<file path="config.mk">
export PLATFORM = sky130hd
export DESIGN_NAME = gsfc_frame
export DESIGN_NICKNAME = d
export VERILOG_FILES = /design/src/design/gsfc_pkg.sv /design/src/design/gsfc_scale.sv /design/src/design/gsfc_frame.sv
export SDC_FILE = /design/constraint.sdc
export NUM_CORES = 1
export LEC_CHECK = 0
export BUFFER_PORTS_ARGS = -buffer_cell sky130_fd_sc_hd__buf_2
export CAP_MARGIN = 15
export CORE_MARGIN = 3
export CORE_UTILIZATION = 40
export DETAILED_ROUTE_END_ITERATION = 8
export GPL_TIMING_DRIVEN = 0
export SLEW_MARGIN = 30
export SYNTH_ARGS = -nofsm -noshare
export SYNTH_HDL_FRONTEND = slang
export SYNTH_SLANG_ARGS = --single-unit
</file>
<file path="constraint.sdc">
create_clock -name clk_i -period 15.58 [get_ports clk_i]
set_input_delay 3.116 -clock clk_i [delete_from_list [all_inputs] [get_ports clk_i]]
set_output_delay 3.116 -clock clk_i [all_outputs]
set_load 0.01 [all_outputs]
</file>
<file path="src/design/gsfc_pkg.sv">
// ----------------------------------------------------------------------------
// gsfc_pkg
// shared constants and types of the gas sensor frame checker
// ----------------------------------------------------------------------------
package gsfc_pkg;

  localparam int MAX_FRAME = 64;

  localparam logic [7:0] HDR0 = 8'hFF;
  localparam logic [7:0] HDR1 = 8'h17;
  localparam logic [7:0] HDR2 = 8'h04;

  localparam logic [7:0] POS_HDR0 = 8'd0;
  localparam logic [7:0] POS_HDR1 = 8'd1;
  localparam logic [7:0] POS_HDR2 = 8'd2;
  localparam logic [7:0] POS_VALH = 8'd4;
  localparam logic [7:0] POS_VALL = 8'd5;
  localparam logic [7:0] POS_MAX  = 8'd255;

  localparam logic CMD_BYTE = 1'b0;
  localparam logic CMD_TICK = 1'b1;

  localparam int CFG_IDX_W = 2;
  localparam int CFG_DATA_W = 16;
  localparam logic [CFG_IDX_W-1:0] CFG_LINK_TIMEOUT = 2'd0;
  localparam logic [CFG_IDX_W-1:0] CFG_CONC_MAX     = 2'd1;

  localparam logic [7:0]  LINK_TIMEOUT_RST = 8'd10;
  localparam logic [15:0] CONC_MAX_RST     = 16'd2000;

  typedef struct packed {
    logic       cmd;
    logic [7:0] rx_byte;
    logic       last_byte;
  } item_t;

  typedef struct packed {
    logic [15:0] concentration;
    logic        frame_ok;
    logic        link_ok;
  } result_t;

endpackage

</file>
<file path="src/design/gsfc_scale.sv">
// ----------------------------------------------------------------------------
// gsfc_scale
// scales the raw reading by 1.25 and saturates it to the ceiling
// ----------------------------------------------------------------------------
module gsfc_scale (
  input  logic [7:0]  value_high_i,
  input  logic [7:0]  value_low_i,
  input  logic [15:0] conc_max_i,
  output logic [15:0] conc_o
);

  logic [15:0] raw;
  logic [16:0] scaled;

  assign raw    = {value_high_i, value_low_i};
  assign scaled = {1'b0, raw} + {3'b000, raw[15:2]};
  assign conc_o = (scaled > {1'b0, conc_max_i}) ? conc_max_i : scaled[15:0];

endmodule

</file>
<file path="src/design/gsfc_frame.sv">
// ----------------------------------------------------------------------------
// gsfc_frame
// frame tracking, checksum check, latched concentration and link counter
// ----------------------------------------------------------------------------
module gsfc_frame (
  input  logic              clk_i,
  input  logic              rst_ni,
  input  logic              step_i,
  input  gsfc_pkg::item_t   item_i,
  input  logic [7:0]        link_timeout_i,
  input  logic [15:0]       conc_max_i,
  output gsfc_pkg::result_t result_o
);

  logic [7:0]  byte_pos_q, byte_pos_d;
  logic [7:0]  run_sum_q, run_sum_d;
  logic        header_good_q, header_good_d;
  logic [7:0]  value_high_q, value_high_d;
  logic [7:0]  value_low_q, value_low_d;
  logic [15:0] conc_q, conc_d;
  logic [7:0]  link_count_q, link_count_d;
  logic [15:0] scaled;
  logic        ok;

  gsfc_scale u_scale (
    .value_high_i (value_high_d),
    .value_low_i  (value_low_d),
    .conc_max_i   (conc_max_i),
    .conc_o       (scaled)
  );

  always_comb begin
    byte_pos_d    = byte_pos_q;
    run_sum_d     = run_sum_q;
    header_good_d = header_good_q;
    value_high_d  = value_high_q;
    value_low_d   = value_low_q;
    conc_d        = conc_q;
    link_count_d  = link_count_q;
    ok            = 1'b0;
    if (item_i.cmd == gsfc_pkg::CMD_TICK) begin
      if (link_count_q != 8'd0) begin
        link_count_d = link_count_q - 8'd1;
      end
    end else begin
      case (byte_pos_q)
        gsfc_pkg::POS_HDR0: begin
          header_good_d = (item_i.rx_byte == gsfc_pkg::HDR0);
          run_sum_d     = 8'd0;
        end
        gsfc_pkg::POS_HDR1: header_good_d = header_good_q && (item_i.rx_byte == gsfc_pkg::HDR1);
        gsfc_pkg::POS_HDR2: header_good_d = header_good_q && (item_i.rx_byte == gsfc_pkg::HDR2);
        gsfc_pkg::POS_VALH: value_high_d = item_i.rx_byte;
        gsfc_pkg::POS_VALL: value_low_d  = item_i.rx_byte;
        default: ;
      endcase
      if (item_i.last_byte) begin
        ok = header_good_d && (byte_pos_q >= gsfc_pkg::POS_VALL)
             && (byte_pos_q <= 8'(gsfc_pkg::MAX_FRAME - 1))
             && (item_i.rx_byte == (8'd0 - run_sum_d));
        if (ok) begin
          conc_d       = scaled;
          link_count_d = link_timeout_i;
        end
        byte_pos_d = 8'd0;
      end else begin
        if (byte_pos_q != gsfc_pkg::POS_HDR0) begin
          run_sum_d = run_sum_q + item_i.rx_byte;
        end
        if (byte_pos_q != gsfc_pkg::POS_MAX) begin
          byte_pos_d = byte_pos_q + 8'd1;
        end
      end
    end
  end

  always_ff @(posedge clk_i or negedge rst_ni) begin
    if (!rst_ni) begin
      byte_pos_q    <= 8'd0;
      run_sum_q     <= 8'd0;
      header_good_q <= 1'b1;
      value_high_q  <= 8'd0;
      value_low_q   <= 8'd0;
      conc_q        <= 16'd0;
      link_count_q  <= gsfc_pkg::LINK_TIMEOUT_RST;
    end else if (step_i) begin
      byte_pos_q    <= byte_pos_d;
      run_sum_q     <= run_sum_d;
      header_good_q <= header_good_d;
      value_high_q  <= value_high_d;
      value_low_q   <= value_low_d;
      conc_q        <= conc_d;
      link_count_q  <= link_count_d;
    end
  end

  assign result_o.concentration = conc_d;
  assign result_o.frame_ok      = ok;
  assign result_o.link_ok       = (link_count_d != 8'd0);

endmodule

</file>
==> impl_results.md <==
* CTS Sinks at 57
* CTS tree: done
* Share of cells above drive strength 1 at between 10% and 20%
* Status: complete, no violations
* Clock transition at path regs at around 60 ps
* PwrDens at about 210 mW/mm^2
* Die area at 0.0148 mm^2
* Fin crit share at about four fifths
* First-pass GRT wire length at about 24000 um
* RSZ-0062 raised after global routing: false
* Drt drc at 0
* Slew margin rel. at between 40% and 50%
* EDFF count, synth at 0
* Least-Margin Pin Slew at approximately 820 ps
* Post-route core utilization at 47.6%
* CTS Buf Count at 9
* Routed WL at approximately 15000 um
* Yosys reg bits at between 50 and 60
* Worst Setup Start Kind: primary input
* RD Place Congestion at slightly below 0.9
* Final Hold Fails at 0
* Clock Tree Buf Depth at 2
* Syn avg cell area at approximately 8.1 um^2
* Vias in the first global route at 4882
* H-tree levels at 3
* Worst endpoint required time at between 10000 and 15000 ps
* Grt total ovfl at 0
* Final Cell Area at ~0.0061 mm^2
* CP endpoint kind: primary output
* Clock Skew at around 6.5 ps
* Worst skew pair latency at around 330 ps
* First drt pass iteration count at 5
* Final Total Pwr at between 1 and 1.5 mW
* Hold-fix buffers at CTS at 0
* Synthesized Nets at 735
* Ys Warns at 0
* Routed vias at ~5000
* Gr usage total at between 20 and 25%
* Worst EP arrival at 9300 ps
* Netlist Area Pre-Place at around 0.0053 mm^2
* Post-synth cell types at just over 70
* Pleak at ~2.9 nW
* Row count at roughly 40
* I/O pin count at between 50 and 60
* Nets at between 700 and 800
* Die height at 122 um
* F_max at 80.5 MHz
* Die width at ~120 um
* Max cap viols at 0
* Pre-CTS setup slack at ~3200 ps
* CORE AREA at approximately 0.013 mm^2
* Hold Slack at about 480 ps
* Largest net degree at the start of global routing at a little under 60
* WL/cell at ~16 um
* Synthesized instance count at 656
* Count of input and output buffers at 52
* CTS root buf: clkbuf_16
* Initial antenna violation count at 0
* Min Tclk post-route at 12420 ps
* Post-cts sizing count at 0
* Peak supply drop at 0.0000934 V
* Non-Filler Instances at roughly 900
* Setup_tns at 0 ps
* Sequential-to-total area share from yosys stat at between 20% and 30%
* Cells after DPL at 880
* Ys flop type: dfrtp_1
* Detail Route Antenna Nets at 0
* Area Overhead vs Synth at 14.4%
* Area post-placement at approximately 0.0058 mm^2
* # setup viols final at 0
* Peak fanout along the critical path at 10
* Final WS setup at 3160 ps
* Slew Viols, Final at 0
* Hold crit path type: register to register
* Async SR Flop Fraction at between 90% and 100%
* Post-CTS Setup Bufs at 0
* Initial Utilization at a little over two fifths
* Vias per std cell at around 5.6
* Detailed placement HPWL at 11200 um
* WS Path Type: primary input to primary output
* Drt first-iter violations at ~300
* N_diodes at 0
-- where the power goes --
part,internal (mW),switching (mW)
Sequential,0.186,0.0402
Clock,0.127,0.0720
Combinational,0.379,0.507
-- final timing paths --
kind                                            from                   endpoint  slack, ps  cells after the start
max                                        item_i[9]               result_o[13]       3160                     24
min                           conc_q[14]$_DFFE_PN0P_     conc_q[14]$_DFFE_PN0P_        480                      2
max reg2reg                byte_pos_q[5]$_DFFE_PN0P_     conc_q[11]$_DFFE_PN0P_       8880                     22
min reg2reg                   conc_q[14]$_DFFE_PN0P_     conc_q[14]$_DFFE_PN0P_        480                      2
max in group asynchronous                     rst_ni  byte_pos_q[3]$_DFFE_PN0P_      12190                      1
min in group asynchronous                     rst_ni      conc_q[9]$_DFFE_PN0P_       2870                      1
-- layout make-up --
type	instances	area (um^2)
Timing Repair Buffer	52	263
Tap cell	172	215
Multi-Input combinational cell	524	3580
Clock buffer	12	246
Buffer	31	160
Sequential cell	57	1430
Clock inverter	4	45.0
Fill cell	1277	6720
Inverter	44	165
-- registers in the layout (all words and copies together) (netlist names) --
register       cells
byte_pos_q         8
conc_q            16
header_good_q      1
link_count_q       8
run_sum_q          8
value_high_q       8
value_low_q        8
-- Yosys cell counts (4+ instances only) --
cell type | instances | share of area, %
nor2_1 | 75 | 5.3
ha_1 | 40 | 9.4
nor4_1 | 4 | 0.47
o211ai_1 | 7 | 0.98
nand2_1 | 73 | 5.1
nand3_1 | 14 | 1.3
buf_4 | 4 | 0.56
a21o_1 | 10 | 1.4
dfrtp_1 | 54 | 25
inv_1 | 42 | 3.0
nand4_1 | 12 | 1.4
maj3_1 | 4 | 0.75
xnor2_1 | 23 | 3.8
nor3_1 | 15 | 1.4
o2111ai_1 | 4 | 0.66
mux2i_1 | 18 | 3.4
and3_1 | 4 | 0.47
nand2b_1 | 4 | 0.47
a211oi_1 | 4 | 0.56
o22ai_1 | 5 | 0.59
a21oi_1 | 44 | 4.1
mux2_2 | 23 | 4.9
xor2_1 | 22 | 3.6
or3_1 | 5 | 0.59
a31oi_1 | 4 | 0.47
buf_2 | 4 | 0.38
o21ai_0 | 42 | 3.9
clkbuf_1 | 18 | 1.3
-- critical path, cell delays in order --
cell      delay, ps
buf_2           120
nor2b_1         180
nand4b_1        250
clkbuf_1        300
mux2i_1         350
inv_1           140
fa_1            530
maj3_2          350
maj3_1          390
a311oi_1        540
or3_1           230
a311oi_1        120
xor2_1          290
ha_1            320
a21oi_1         190
o21ai_0         120
o21ba_2         240
a21oi_1          60
o221ai_1        350
o31ai_2         240
inv_2           160
mux2_4          320
mux2_4          250
buf_2           140
-- metal layers --
metal  global-route usage [%]  vias up  wire [um]
li1                         -     2456          -
met1                     27.0     2385       6720
met2                     34.5      131       7010
met3                     3.36       15        651
met4                     4.55        0        156
met5                        0        -          0
-- cells in the final DEF, fill, tap and decap left out, drive strengths merged, types with 4 or more instances in the layout --
| cell type | instances |
|---|---|
| a211oi | 4 |
| a21o | 10 |
| a21oi | 44 |
| a31oi | 4 |
| and3 | 4 |
| buf | 64 |
| clkbuf | 31 |
| clkinv | 4 |
| dfrtp | 54 |
| ha | 40 |
| inv | 43 |
| maj3 | 6 |
| mux2 | 26 |
| mux2i | 18 |
| nand2 | 74 |
| nand2b | 4 |
| nand3 | 14 |
| nand4 | 12 |
| nor2 | 76 |
| nor3 | 18 |
| nor4 | 5 |
| o2111ai | 4 |
| o211ai | 7 |
| o21ai | 43 |
| o22ai | 5 |
| or3 | 5 |
| xnor2 | 23 |
| xor2 | 22 |
-- cells by family (layout without fill, tap and decap cells) --
| kind of cell | Yosys count | in the layout | share of synthesized area, % |
|---|---|---|---|
| flops | 57 | 57 | 26.8 |
| xor+xnor | 45 | 45 | 7.39 |
| fa+ha+maj | 48 | 48 | 11.3 |
| compound gates | 155 | 155 | 18.5 |
| mux | 44 | 44 | 9.07 |
| buf+inv | 75 | 143 | 6.10 |
| simple gates | 232 | 232 | 20.9 |
Note: power is estimated with default switching activity, not from simulation.
